### config.mk
export PLATFORM = sky130hd
export DESIGN_NAME = ctap_ble_frame_reassembler
export DESIGN_NICKNAME = d
export VERILOG_FILES = /design/src/rtl/cbfr_pkg.sv /design/src/rtl/cbfr_in_reg.sv /design/src/rtl/cbfr_core.sv /design/src/rtl/cbfr_out_reg.sv /design/src/rtl/ctap_ble_frame_reassembler.sv
export SDC_FILE = /design/constraint.sdc
export NUM_CORES = 1
export LEC_CHECK = 0
export BUFFER_PORTS_ARGS = -buffer_cell sky130_fd_sc_hd__buf_2
export CORE_MARGIN = 3
export CORE_UTILIZATION = 45
export CTS_BUF_LIST = sky130_fd_sc_hd__clkbuf_4
export CTS_CLUSTER_SIZE = 40
export DETAILED_ROUTE_END_ITERATION = 16
export PLACE_DENSITY = 0.74
export SETUP_SLACK_MARGIN = 0.3
export SYNTH_ARGS = -nofsm -noshare
export SYNTH_HDL_FRONTEND = slang
export SYNTH_SLANG_ARGS = --single-unit
### constraint.sdc
create_clock -name clk -period 6.4 [get_ports clk]
set_input_delay 1.28 -clock clk [delete_from_list [all_inputs] [get_ports clk]]
set_output_delay 1.28 -clock clk [all_outputs]
set_load 0.01 [all_outputs]
### src/rtl/cbfr_pkg.sv
package cbfr_pkg;

  localparam int unsigned LEN_BITS = 16;
  localparam logic [15:0] LEN_MAX  = 16'((32'd1 << LEN_BITS) - 32'd1);

  localparam logic [1:0] HDR_NONE   = 2'd0;
  localparam logic [1:0] HDR_LEN_HI = 2'd1;
  localparam logic [1:0] HDR_LEN_LO = 2'd2;
  localparam logic [1:0] HDR_DONE   = 2'd3;

  localparam logic [6:0] SEQ_START = 7'h00;

  localparam logic MODE_BYTE    = 1'b0;
  localparam logic MODE_RELEASE = 1'b1;

  localparam logic ERR_INVALID_SEQ = 1'b0;
  localparam logic ERR_SHORT_FRAME = 1'b1;

  typedef struct packed {
    logic       mode;
    logic [7:0] data_byte;
    logic       first_byte;
    logic       last_byte;
  } in_t;

  typedef struct packed {
    logic        payload_valid;
    logic [7:0]  payload_byte;
    logic [15:0] payload_offset;
    logic [6:0]  message_command;
    logic [15:0] message_length;
    logic        message_ready;
    logic        dispatched;
    logic        error_valid;
    logic        error_code;
  } out_t;

endpackage

### src/rtl/cbfr_in_reg.sv
module cbfr_in_reg (
  input  logic          clk,
  input  logic          rst_n,
  input  logic          in_valid,
  output logic          in_ready,
  input  cbfr_pkg::in_t in_item,
  input  logic          step,
  output logic          item_v,
  output cbfr_pkg::in_t item
);

  logic          item_v_r;
  logic          item_v_nxt;
  cbfr_pkg::in_t item_r;
  logic          take;

  assign in_ready = !item_v_r || step;
  assign take     = in_valid && in_ready;

  always_comb begin
    if (take) begin
      item_v_nxt = 1'b1;
    end else if (step) begin
      item_v_nxt = 1'b0;
    end else begin
      item_v_nxt = item_v_r;
    end
  end

  always_ff @(posedge clk) begin
    if (!rst_n) begin
      item_v_r <= 1'b0;
    end else begin
      item_v_r <= item_v_nxt;
    end
  end

  always_ff @(posedge clk) begin
    if (take) begin
      item_r <= in_item;
    end
  end

  assign item_v = item_v_r;
  assign item   = item_r;

endmodule

### src/rtl/cbfr_core.sv
module cbfr_core (
  input  logic           clk,
  input  logic           rst_n,
  input  logic           step,
  input  cbfr_pkg::in_t  item,
  output cbfr_pkg::out_t res
);

  typedef struct packed {
    logic        waiting_cont;
    logic        msg_complete;
    logic [15:0] recv_offset;
    logic [15:0] msg_len;
    logic [6:0]  msg_cmd;
    logic [6:0]  next_seq;
    logic [1:0]  header_pos;
    logic        frame_is_init;
  } st_t;

  localparam st_t ST_CLEAR = '{
    waiting_cont:  1'b0,
    msg_complete:  1'b0,
    recv_offset:   16'd0,
    msg_len:       16'd0,
    msg_cmd:       7'd0,
    next_seq:      cbfr_pkg::SEQ_START,
    header_pos:    cbfr_pkg::HDR_NONE,
    frame_is_init: 1'b0
  };

  st_t         st_r;
  st_t         st_nxt;
  logic        drop_r;
  logic        drop_nxt;
  logic        err;
  logic [15:0] len_full;

  always_comb begin
    st_nxt   = st_r;
    drop_nxt = drop_r;
    res      = '0;
    err      = 1'b0;
    len_full = st_r.msg_len | {8'h00, item.data_byte};
    if (item.mode == cbfr_pkg::MODE_RELEASE) begin
      res.message_command = st_r.msg_cmd;
      res.message_length  = st_r.msg_len;
      if (st_r.msg_complete) begin
        res.dispatched = 1'b1;
        st_nxt         = ST_CLEAR;
      end
    end else begin
      if (item.first_byte) begin
        drop_nxt             = 1'b0;
        st_nxt.header_pos    = cbfr_pkg::HDR_NONE;
        st_nxt.frame_is_init = 1'b0;
        if (item.data_byte[7]) begin
          if (st_r.waiting_cont) begin
            err = 1'b1;
          end else begin
            st_nxt               = ST_CLEAR;
            st_nxt.msg_cmd       = item.data_byte[6:0];
            st_nxt.header_pos    = cbfr_pkg::HDR_LEN_HI;
            st_nxt.frame_is_init = 1'b1;
          end
        end else begin
          if (!st_r.waiting_cont || st_r.msg_complete ||
              item.data_byte[6:0] != st_r.next_seq) begin
            err = 1'b1;
          end else begin
            st_nxt.next_seq = st_r.next_seq + 7'd1;
          end
        end
        if (err) begin
          res.error_valid = 1'b1;
          res.error_code  = cbfr_pkg::ERR_INVALID_SEQ;
          st_nxt          = ST_CLEAR;
          drop_nxt        = 1'b1;
        end
      end else if (!drop_r) begin
        if (st_r.frame_is_init && st_r.header_pos == cbfr_pkg::HDR_LEN_HI) begin
          st_nxt.msg_len    = {item.data_byte, 8'h00};
          st_nxt.header_pos = cbfr_pkg::HDR_LEN_LO;
        end else if (st_r.frame_is_init && st_r.header_pos == cbfr_pkg::HDR_LEN_LO) begin
          st_nxt.msg_len      = (len_full > cbfr_pkg::LEN_MAX) ? cbfr_pkg::LEN_MAX : len_full;
          st_nxt.header_pos   = cbfr_pkg::HDR_DONE;
          st_nxt.waiting_cont = 1'b1;
          st_nxt.recv_offset  = 16'd0;
          st_nxt.next_seq     = cbfr_pkg::SEQ_START;
        end else if (st_r.waiting_cont && st_r.recv_offset < st_r.msg_len) begin
          res.payload_valid  = 1'b1;
          res.payload_byte   = item.data_byte;
          res.payload_offset = st_r.recv_offset;
          st_nxt.recv_offset = st_r.recv_offset + 16'd1;
        end
      end
      if (item.last_byte && !err && !drop_nxt) begin
        if (st_nxt.frame_is_init && (st_nxt.header_pos == cbfr_pkg::HDR_LEN_HI ||
                                     st_nxt.header_pos == cbfr_pkg::HDR_LEN_LO)) begin
          res.error_valid = 1'b1;
          res.error_code  = cbfr_pkg::ERR_SHORT_FRAME;
          st_nxt          = ST_CLEAR;
        end else if (st_nxt.waiting_cont) begin
          st_nxt.msg_complete = (st_nxt.recv_offset == st_nxt.msg_len);
          res.message_ready   = st_nxt.msg_complete;
        end
        drop_nxt = 1'b1;
      end
      res.message_command = st_nxt.msg_cmd;
      res.message_length  = st_nxt.msg_len;
    end
  end

  always_ff @(posedge clk) begin
    if (!rst_n) begin
      st_r   <= ST_CLEAR;
      drop_r <= 1'b0;
    end else if (step) begin
      st_r   <= st_nxt;
      drop_r <= drop_nxt;
    end
  end

endmodule

### src/rtl/cbfr_out_reg.sv
module cbfr_out_reg (
  input  logic           clk,
  input  logic           rst_n,
  input  logic           step,
  input  cbfr_pkg::out_t res,
  output logic           out_valid,
  input  logic           out_ready,
  output cbfr_pkg::out_t out_item
);

  logic           out_v_r;
  logic           out_v_nxt;
  cbfr_pkg::out_t out_item_r;

  always_comb begin
    if (step) begin
      out_v_nxt = 1'b1;
    end else if (out_ready) begin
      out_v_nxt = 1'b0;
    end else begin
      out_v_nxt = out_v_r;
    end
  end

  always_ff @(posedge clk) begin
    if (!rst_n) begin
      out_v_r <= 1'b0;
    end else begin
      out_v_r <= out_v_nxt;
    end
  end

  always_ff @(posedge clk) begin
    if (step) begin
      out_item_r <= res;
    end
  end

  assign out_valid = out_v_r;
  assign out_item  = out_item_r;

endmodule

### src/rtl/ctap_ble_frame_reassembler.sv
// Channel   Ports                          Payload
// input     in_valid / in_ready            in_item  (cbfr_pkg::in_t)
// result    out_valid / out_ready          out_item (cbfr_pkg::out_t)
//
// One result item per input item; one item per cycle sustained while out_ready is high.
// Each accepted item is registered in the input reg, then its result in the result reg.
// All decoding and the offset/length compare sit between those two registers.
// Reset (rst_n low, synchronous) clears both stage valids and the frame state.
// A stalled result holds the result reg; the input reg then takes one more item.
module ctap_ble_frame_reassembler (
  input  logic           clk,
  input  logic           rst_n,
  input  logic           in_valid,
  output logic           in_ready,
  input  cbfr_pkg::in_t  in_item,
  output logic           out_valid,
  input  logic           out_ready,
  output cbfr_pkg::out_t out_item
);

  logic           item_v;
  cbfr_pkg::in_t  item;
  cbfr_pkg::out_t res;
  logic           step;

  assign step = item_v && (!out_valid || out_ready);

  cbfr_in_reg u_in_reg (
    .clk      (clk),
    .rst_n    (rst_n),
    .in_valid (in_valid),
    .in_ready (in_ready),
    .in_item  (in_item),
    .step     (step),
    .item_v   (item_v),
    .item     (item)
  );

  cbfr_core u_core (
    .clk   (clk),
    .rst_n (rst_n),
    .step  (step),
    .item  (item),
    .res   (res)
  );

  cbfr_out_reg u_out_reg (
    .clk       (clk),
    .rst_n     (rst_n),
    .step      (step),
    .res       (res),
    .out_valid (out_valid),
    .out_ready (out_ready),
    .out_item  (out_item)
  );

  a_one_event: assert property (@(posedge clk) disable iff (!rst_n)
    out_valid |-> $countones({out_item.message_ready, out_item.dispatched,
                              out_item.error_valid}) <= 1)
    else $error("ready, dispatch and error together");

  a_offset_in_range: assert property (@(posedge clk) disable iff (!rst_n)
    (out_valid && out_item.payload_valid) |->
      (out_item.payload_offset < out_item.message_length))
    else $error("payload offset beyond message length");

  a_release_no_payload: assert property (@(posedge clk) disable iff (!rst_n)
    (out_valid && out_item.dispatched) |-> !out_item.payload_valid)
    else $error("payload on release item");

  a_stage_full: assert property (@(posedge clk) disable iff (!rst_n)
    !in_ready |-> (item_v && out_valid && !out_ready))
    else $error("input stalled without full pipeline");

endmodule

==> results.toml, run 1 <==
[global_routing]
track_usage_pct = 22.9
grt_pass1_vias = 5302
grt_pass1_wl_mm = 28.1
grt_max_degree = 57
grt.overflow.total = 0
antenna_found_initial = 1

[power_and_ir_drop]
power_density_nw_per_um2 = 220
power.internal_mw = 1.16
sequentialPowerShare_pct = 53.1
leakage_nw = 2.54
p_clk_share_pct = 40.9
switching_power_mw = 0.406
sw_frac_of_total_pct = 25.9
comb_power_share_pct = 6.1
ir_drop_mv = 0.153

[setup_path]
cp-start-kind = "register"
cp.arrival_ns = 4.41
critical_path.endpoint_type = "register"
worstSetupPathType = "reg2reg"
cp.required_ns = 6.83
path_max_fanout = 15

[floorplanning]
ios = 69
num_rows = 42
dieWidth_um = 125
die_h_um = 125
core_area_sq_um = 13500
die_area_sq_um = 15500
initial_utilization_pct = 46.8

[place]
post-dp-hpwl_mm = 11.9
gp_congestion = 0.913
numPortBuffers = 68
dp.cells = 887
place_area_sq_um = 6780

[route]
wire_per_inst_um = 19.5
drt-pass1-iter-count = 6
final_antenna_net_count = 0
first_iter_violations = 625
drc = 0
drt-vias-per-instance = 6.08
wirelength_mm = 18.0
vias = 5593

[sta]
worst_pin_slew_ns = 0.960
min_period_over_period_pct = 62.3
tns_ns = 0
relSlewSlack_pct = 35.5
slew_violations = 0
fmax_mhz = 251
skew_ns = 0.0283
post-route-min-period_ns = 3.99
hold_viol_final = 0
setup_viol_count_final = 0
rsz0062_at_grt = "false"

[yosys]
ys_seq_area_share_pct = 47.0
yosys_register_bits = 117
synth.net_count = 710
ys_types = 63
synth_edf_count = 63
syn_area_sq_um = 6320
yosysWarnings = 0
postSynthAreaPerCell_sq_um = 9.32
synthCells = 678
ys.flop_type = "edfxtp_1"
async_flop_share_pct = 0

[cells_and_area]
finish.utilization_pct = 52.7
areaGrowthSynthToFinish_pct = 12.7
drive_gt1_share_pct = 15.9
stdcell_area_sq_um = 7120
fin_nets = 762
fin_cells = 920

[cts]
htreeDepth = 4
clk_latency_ns = 0.58
cts-root-buf = "clkbuf_4"
cts.path.max_buffers = 2
cts_made_buffers = 17
cts_tree = "built"
post-cts-setup-buffers = 0
cts_sinks = 117
postCtsHoldBufs = 0
cts_resized = 0
clkTransAtPathRegs_ns = 0.13

[job]
maxCapViolations = 0

[worst_hold_path]
hold_path.class = "reg2reg"

[run_status]
outcome = "completed"
==> logic make-up after synthesis <==
group           Yosys count  share of synthesized area (%)
simple gates            267                           22.5
compound gates          179                           18.5
flops                   117                           47.0
buf+inv                  69                           4.47
xor+xnor                 24                           3.33
fa+ha+maj                17                           3.37
mux                       5                          0.812
==> synth_stat cells, drive strengths merged (2+ instances only) <==
cell,instances,area share (%)
and4,2,0.28
or2,2,0.20
nor4b,2,0.28
o211ai,3,0.36
nor2b,41,4.1
o21ai,42,3.4
xnor2,11,1.5
and2,41,4.1
or4,4,0.53
edfxtp,63,30
buf,7,0.79
xor2,13,1.8
and3,7,0.69
a31oi,5,0.49
a22o,11,1.5
o21a,4,0.48
inv,25,1.5
dfxtp,54,17
clkbuf,37,2.2
nor3,20,1.7
nand3,16,1.3
a21boi,7,0.83
nand2,55,3.3
or3,4,0.40
a21oi,42,3.3
mux2i,4,0.63
nand4,9,0.89
a32oi,3,0.42
ha,17,3.4
a21o,3,0.36
o211a,2,0.32
a22oi,28,3.3
nor4,11,1.2
nor2,43,2.6
o31ai,9,1.1
nand2b,5,0.49
o311ai,2,0.28
o22ai,5,0.49
a211oi,4,0.48
==> flip-flops by register name, summed over array words and instances, names as in the netlist <==
name / count
u_core.drop_r: 1
u_out_reg.out_item: 52
u_in_reg.item_v: 1
u_out_reg.out_valid: 1
u_in_reg.item: 11
u_core.st_r: 51
==> critical path: stages, from the launching register on <==
cell and delay [ns]:
dfxtp_1 0.47, ha_1 0.30, nand4_1 0.22, o21ai_0 0.11, or3_1 0.43, or3_1 0.63, nor3_1 0.46, xnor2_1 0.15
mux2_2 0.27, o2111ai_1 0.10, or4_1 0.56, nor3_1 0.14
==> cell type report <==
cell class / count / area, sq um
antenna: 1 / 2.50
sequential: 117 / 2970
fill: 1239 / 6380
timing repair buffer: 77 / 408
inverter: 25 / 93.8
multi-input combinational: 492 / 3090
clock inverter: 15 / 210
tap: 176 / 220
clock buffer: 17 / 128
==> stage by stage <==
stage | power (mW) | setup slack, ns | hold slack, ns
4_1_cts | 1.58 | 2.50 | 0.478
6_report | 1.57 | 2.41 | 0.478
5_1_grt | 1.62 | 2.22 | 0.504
3_3_place_gp | 0.940 | 2.60 | 0.455
3_5_place_dp | 0.942 | 2.51 | 0.462
2_1_floorplan | 0.896 | 0.651 | 0.442
==> per-layer routing <==
layer  routed length [um]  up-vias  track usage [%]
met5                    0        -                0
met4                  731        0             11.7
met3                 1690       70             6.95
met2                 8130      309             35.4
met1                 7410     2641             29.1
li1                     -     2573                -
==> cells in the final DEF, fill, tap and decap left out, drive strengths merged, types with 5 or more instances in the layout <==
cell and n:
a21boi 7, a21oi 42, a22o 11, a22oi 28
a31oi 5, and2 41, and3 7, buf 77
clkbuf 17, dfxtp 54, edfxtp 63, ha 17
inv 34, nand2 55, nand2b 5, nand3 16
nand4 9, nor2 43, nor2b 41, nor3 20
nor4 11, o21ai 42, o22ai 5, o31ai 9
xnor2 11, xor2 13
==> worst paths after layout <==
kind / start / to / slack [ns] / cells after the start
setup / recovery: u_core.st_r[48] / u_out_reg.out_item[3] / 2.41 / 11
hold / removal: u_core.st_r[27] / u_core.st_r[27] / 0.48 / 2
setup reg to reg: u_core.st_r[48] / u_out_reg.out_item[3] / 2.41 / 11
hold reg to reg: u_core.st_r[27] / u_core.st_r[27] / 0.48 / 2
==> power by group through the flow <==
stage | Sequential (mW) | Clock, mW | Combinational [mW]
3_3_place_gp | 0.847 | 0 | 0.0927
4_1_cts | 0.831 | 0.651 | 0.0942
5_1_grt | 0.833 | 0.687 | 0.102
3_5_place_dp | 0.848 | 0 | 0.0940
2_1_floorplan | 0.843 | 0 | 0.0531
6_report | 0.831 | 0.640 | 0.0950
No activity file was read; power rests on OpenSTA's default activity.
==> run 2, diff against run 1 <==
- PLACE_DENSITY: 0.74 -> 0.76
- clock period: 6.4 -> 3.4 ns (I/O delays scaled with it)
==> run 2 against run 1 <==
  * Die area did not move
  * Largest cell class unchanged
  * Critical path depth rose by 2
  * Power rose by 86%
  * The run now ends with negative setup slack left
  * Final cell count up 9.2%
  * Routed wire length is 8.4% higher
==> results.toml, run 2 (synthesis gave the netlist of run 1 again) <==
[setup_path]
reg2reg_depth = 13
cp-start-kind = "register"
critical_path.endpoint_type = "register"
cp.arrival_ns = 3.87
path_cells = "ha_4, nand4_1, buf_4, a211oi_2, or3_4, or3_4, buf_12, or4_4, nand3_4, xnor2_2, nand4_1, or4_4, nor3_2"
slowest_delay_ns = 0.58
critPathSlowestCell = "or4_4"
worstSetupPathType = "reg2reg"
cp.required_ns = 3.80
path_max_fanout = 6

[place]
post-dp-hpwl_mm = 13.9
gp_congestion = 0.980
numPortBuffers = 68
place_area_sq_um = 7480

[floorplanning]
dieWidth_um = 125
die_h_um = 125
ios = 69
initial_utilization_pct = 46.8
core_area_sq_um = 13500
die_area_sq_um = 15500
num_rows = 42

[cts]
cts_made_buffers = 17
postCtsHoldBufs = 0
cts_tree = "built"
cts-root-buf = "clkbuf_4"
cts_sinks = 117
clk_latency_ns = 0.55
htreeDepth = 4
clkTransAtPathRegs_ns = 0.11
cts.path.max_buffers = 2

[sta]
rsz0062_at_grt = "true"
fmax_mhz = 288
hold_viol_final = 0
post-route-min-period_ns = 3.48
worst_pin_slew_ns = 0.865
relSlewSlack_pct = 42.3
tns_ns = -0.114
timing.final.ws_setup_ns = -0.0754
skew_ns = 0.0212
min_period_over_period_pct = 102
holdWs_ns = 0.303
slew_violations = 0
setup_viol_count_final = 2

[global_routing]
met3_usage_pct = 5.92
grt.overflow.total = 0
met2_usage_pct = 38.7
grt_pass1_vias = 5798
track_usage_pct = 24.9
antenna_found_initial = 1
grt_use_met1_pct = 32.6
grt_most_used_layer = "met2"
grt_pass1_wl_mm = 30.8
grt_max_degree = 53

[cells_and_area]
layout_common_cells = "89 x buf_4, 68 x buf_2, 63 x edfxtp_1, 54 x nand2_1, 43 x nor2_1"
largest_reg_flops = 52
drive_gt1_share_pct = 30.8
stdcell_area_sq_um = 8110
fill_cells = 1148
areaGrowthSynthToFinish_pct = 28.4
fin_nets = 847
final_common_cell = "buf_4"

[worst_hold_path]
hold_path.class = "in2reg"
holdPathStages = 1

[route]
final_antenna_net_count = 0
vias = 5974
drc = 0
first_iter_violations = 616
drt-pass1-iter-count = 6
wirelength_mm = 19.5
wire_per_inst_um = 19.4
drt-vias-per-instance = 5.94

[power_and_ir_drop]
power.internal_mw = 2.22
leakage_nw = 3.06
ir_drop_mv = 0.205
p_clk_share_pct = 39.4
power_density_nw_per_um2 = 359
sequentialPowerShare_pct = 52.8
comb_power_share_pct = 7.8
power_mw = 2.91
sw_frac_of_total_pct = 23.8
switching_power_mw = 0.695

[run_status]
outcome = "finished, violations left"
violations = "negative setup slack"

[job]
maxCapViolations = 0
==> run 2: cell count changes in the layout (fill, tap and decap cells not counted), sizes merged <==
cell,change
clkbuf,+5
buf,+85
clkinv,+4
inv,-9
==> run 2: area by class of cell <==
class / instances / area, sq um / share of cell area (%)
sequential: 117 / 2990 / 36.9
inverter: 25 / 93.8 / 1.16
antenna: 1 / 2.50 / 0.0308
clock buffer: 22 / 165 / 2.04
clock inverter: 10 / 156 / 1.93
timing repair buffer: 162 / 1110 / 13.7
multi-input combinational: 492 / 3370 / 41.6
tap: 176 / 220 / 2.71
==> run 2: path summary, 6_finish.rpt <==
path                                       from                     to  slack, ns
worst max-delay path            u_core.st_r[45]  u_out_reg.out_item[3]      -0.08
worst min-delay path                 in_item[1]       u_in_reg.item[1]       0.30
worst max register to register  u_core.st_r[45]  u_out_reg.out_item[3]      -0.08
worst min register to register  u_core.st_r[27]        u_core.st_r[27]       0.49
==> run 2: what timing repair did <==
| item | CTS | global route |
|---|---|---|
| pin swaps | 20 | 12 |
| hold endpoints to repair | 0 | 0 |
| setup endpoints to repair | 2 | 3 |
| cloned | 1 | 0 |
| buffers inserted | 3 | 9 |
| gates resized for setup | 24 | 18 |
==> run 2: critical path, delay by kind of cell (launching register included) <==
kind | cells | cell delay [ns]
AO/OA/AOI/OAI | 1 | 0.03
XOR/XNOR | 1 | 0.10
adder cells (fa/ha/maj) | 1 | 0.22
buffers and inverters | 2 | 0.30
flip-flops | 1 | 0.41
AND/OR/NAND/NOR | 8 | 2.26
==> run 2: per-layer routing <==
layer / vias up / share of wire, %
met5: - / 0
met4: 0 / 3.9
met3: 58 / 8.6
met2: 309 / 46
met1: 2864 / 41
li1: 2743 / -
==> run 2: power by group through the flow <==
stage	Clock, mW	Sequential [mW]	Combinational (mW)
2_1_floorplan	0	1.58	0.103
3_3_place_gp	0	1.57	0.218
3_5_place_dp	0	1.57	0.222
4_1_cts	1.17	1.54	0.224
5_1_grt	1.24	1.54	0.242
6_report	1.15	1.54	0.229
==> run 2: metrics by stage <==
stage / cells / setup slack [ns] / util (%)
global route: 1005 / -0.142 / 60.1
detailed placement: 959 / -0.175 / 55.4
CTS: 995 / 0.0180 / 59.0
finish: 1005 / -0.0754 / 60.1
floorplan: 678 / 0.163 / -
global placement: 959 / -0.0693 / 55.4
==> run 3, diff against run 2 <==
- BUFFER_PORTS_ARGS: -buffer_cell sky130_fd_sc_hd__buf_2 -> unset
- CORE_UTILIZATION: 45 -> 30
- DONT_BUFFER_PORTS: unset -> 1
- PLACE_DENSITY: 0.76 -> 0.55
==> run 3 against run 2 <==
  * The flow still finishes with violations (negative setup slack)
  * Die area up 47%
  * Final cell count increased by 2.2%
  * Largest power group unchanged
  * Combinational power down 25%
==> results.toml, run 3 (synthesis gave the netlist of run 1 again) <==
[cts]
cts_tree = "built"
cts.path.max_buffers = 2
cts_made_buffers = 17
htreeDepth = 4
cts_sinks = 117
cts-root-buf = "clkbuf_4"
clk_latency_ns = 0.57
clkTransAtPathRegs_ns = 0.12

[sta]
skew_ns = 0.0238
post-route-min-period_ns = 3.49
fmax_mhz = 287
rsz0062_at_grt = "true"
hold_viol_final = 0
setup_viol_count_final = 2
worst_pin_slew_ns = 0.829
relSlewSlack_pct = 44.7
slew_violations = 0
timing.final.ws_setup_ns = -0.0893
min_period_over_period_pct = 103

[worst_hold_path]
hold_path.class = "in2reg"

[power_and_ir_drop]
power_mw = 2.91
power_density_nw_per_um2 = 376
switching_power_mw = 0.731
comb_power_share_pct = 5.9
p_clk_share_pct = 40.5
leakage_nw = 2.75
sequentialPowerShare_pct = 53.7
power.internal_mw = 2.17
sw_frac_of_total_pct = 25.2
ir_drop_mv = 0.182

[global_routing]
track_usage_pct = 17.6
grt_pass1_vias = 5163
grt.overflow.total = 0
grt_max_degree = 53
antenna_found_initial = 1
grt_pass1_wl_mm = 30.5

[route]
drc = 0
final_antenna_net_count = 0
wirelength_mm = 20.2
drt-vias-per-instance = 5.35
first_iter_violations = 592
wire_per_inst_um = 19.6
vias = 5498
drt-pass1-iter-count = 7

[cells_and_area]
regArea_sq_um = 2990
fin_cells = 1027
fill_cells = 2087
fin_nets = 775
multiInputGateArea_sq_um = 3260
layout_common_cells = "86 x buf_4, 63 x edfxtp_1, 55 x nand2_1, 43 x nor2_1, 43 x dfxtp_1"
areaGrowthSynthToFinish_pct = 22.4
drive_gt1_share_pct = 22.4
largest_reg_flops = 52
final_common_cell = "buf_4"

[place]
post-dp-hpwl_mm = 14.1
gp_congestion = 0.924
dp.cells = 991
numPortBuffers = 0

[floorplanning]
die_area_sq_um = 22800
dieWidth_um = 151
core_area_sq_um = 20500
die_h_um = 151
initial_utilization_pct = 30.8
num_rows = 52
ios = 69

[setup_path]
critPathSlowestCell = "or4_4"
worstSetupPathType = "reg2reg"
cp-start-kind = "register"
cp.arrival_ns = 3.99
slowest_delay_ns = 0.44
cp_num_buf_inv = 3
critical_path.endpoint_type = "register"
worst_path_most_repeated_cell = "or3_4"
path_cells = "inv_2, ha_4, a211oi_2, nor2_1, or3_4, or3_4, buf_8, o211ai_1, a21oi_1, and4b_1, o2111ai_1, or4_4, buf_4, a21oi_2"
path_max_fanout = 5
cp.required_ns = 3.90
critPathTopFamily = "simple AND/OR/NAND/NOR gates"

[run_status]
violations = "negative setup slack"
outcome = "finished, violations left"

[job]
maxCapViolations = 0
run 3: cell type report:
cell class | instances | share of cell area [%]
Antenna cell | 1 | 0.0323
Tap cell | 270 | 4.37
Clock buffer | 19 | 1.84
Clock inverter | 13 | 2.35
Inverter | 25 | 1.21
Sequential cell | 117 | 38.6
Multi-Input combinational cell | 492 | 42.2
Timing Repair Buffer | 90 | 9.38
run 3: power groups by stage:
stage	clock network [mW]	registers, mW	logic, mW
after floorplan	0	1.58	0.103
after global placement	0	1.59	0.168
after detailed placement	0	1.59	0.168
after CTS	1.21	1.56	0.168
after global routing	1.27	1.57	0.182
final	1.18	1.56	0.171
run 3: metrics by stage:
step           area (sq um)  utilization (%)  setup TNS (ns)  hold slack [ns]  setup slack, ns
2_1_floorplan          6480                -               0            0.442            0.163
3_3_place_gp           7290             35.6          -0.184            0.453          -0.0936
3_5_place_dp           7290             35.6          -0.226            0.462           -0.133
4_1_cts                7660             37.4         -0.0504            0.180          -0.0278
5_1_grt                7740             37.7          -0.323            0.170           -0.180
6_report               7740             37.7          -0.102            0.214          -0.0893
run 3: repair_timing:
item / 4_1_cts / 5_1_grt
buffers inserted: 1 / 1
cloned: 0 / 1
endpoints found under the setup margin: 2 / 2
resized for setup: 11 / 10
hold buffers: 0 / 0
pin swaps: 2 / 5
run 3: worst paths after layout:
check,from,end,slack [ns],depth (start not counted)
min reg2reg,u_core.st_r[9],u_core.st_r[9],0.47,1
max,u_core.st_r[30],u_core.st_r[49],-0.09,14
max reg2reg,u_core.st_r[30],u_core.st_r[49],-0.09,14
min,in_item[10],u_in_reg.item[10],0.21,0
run 3: metal layers:
layer	share of wire, %	GRT usage (%)	up-vias
met5	0	0	-
met4	2.1	4.85	0
met3	6.1	4.04	37
met2	46	27.6	220
met1	46	24.3	2641
li1	-	-	2600
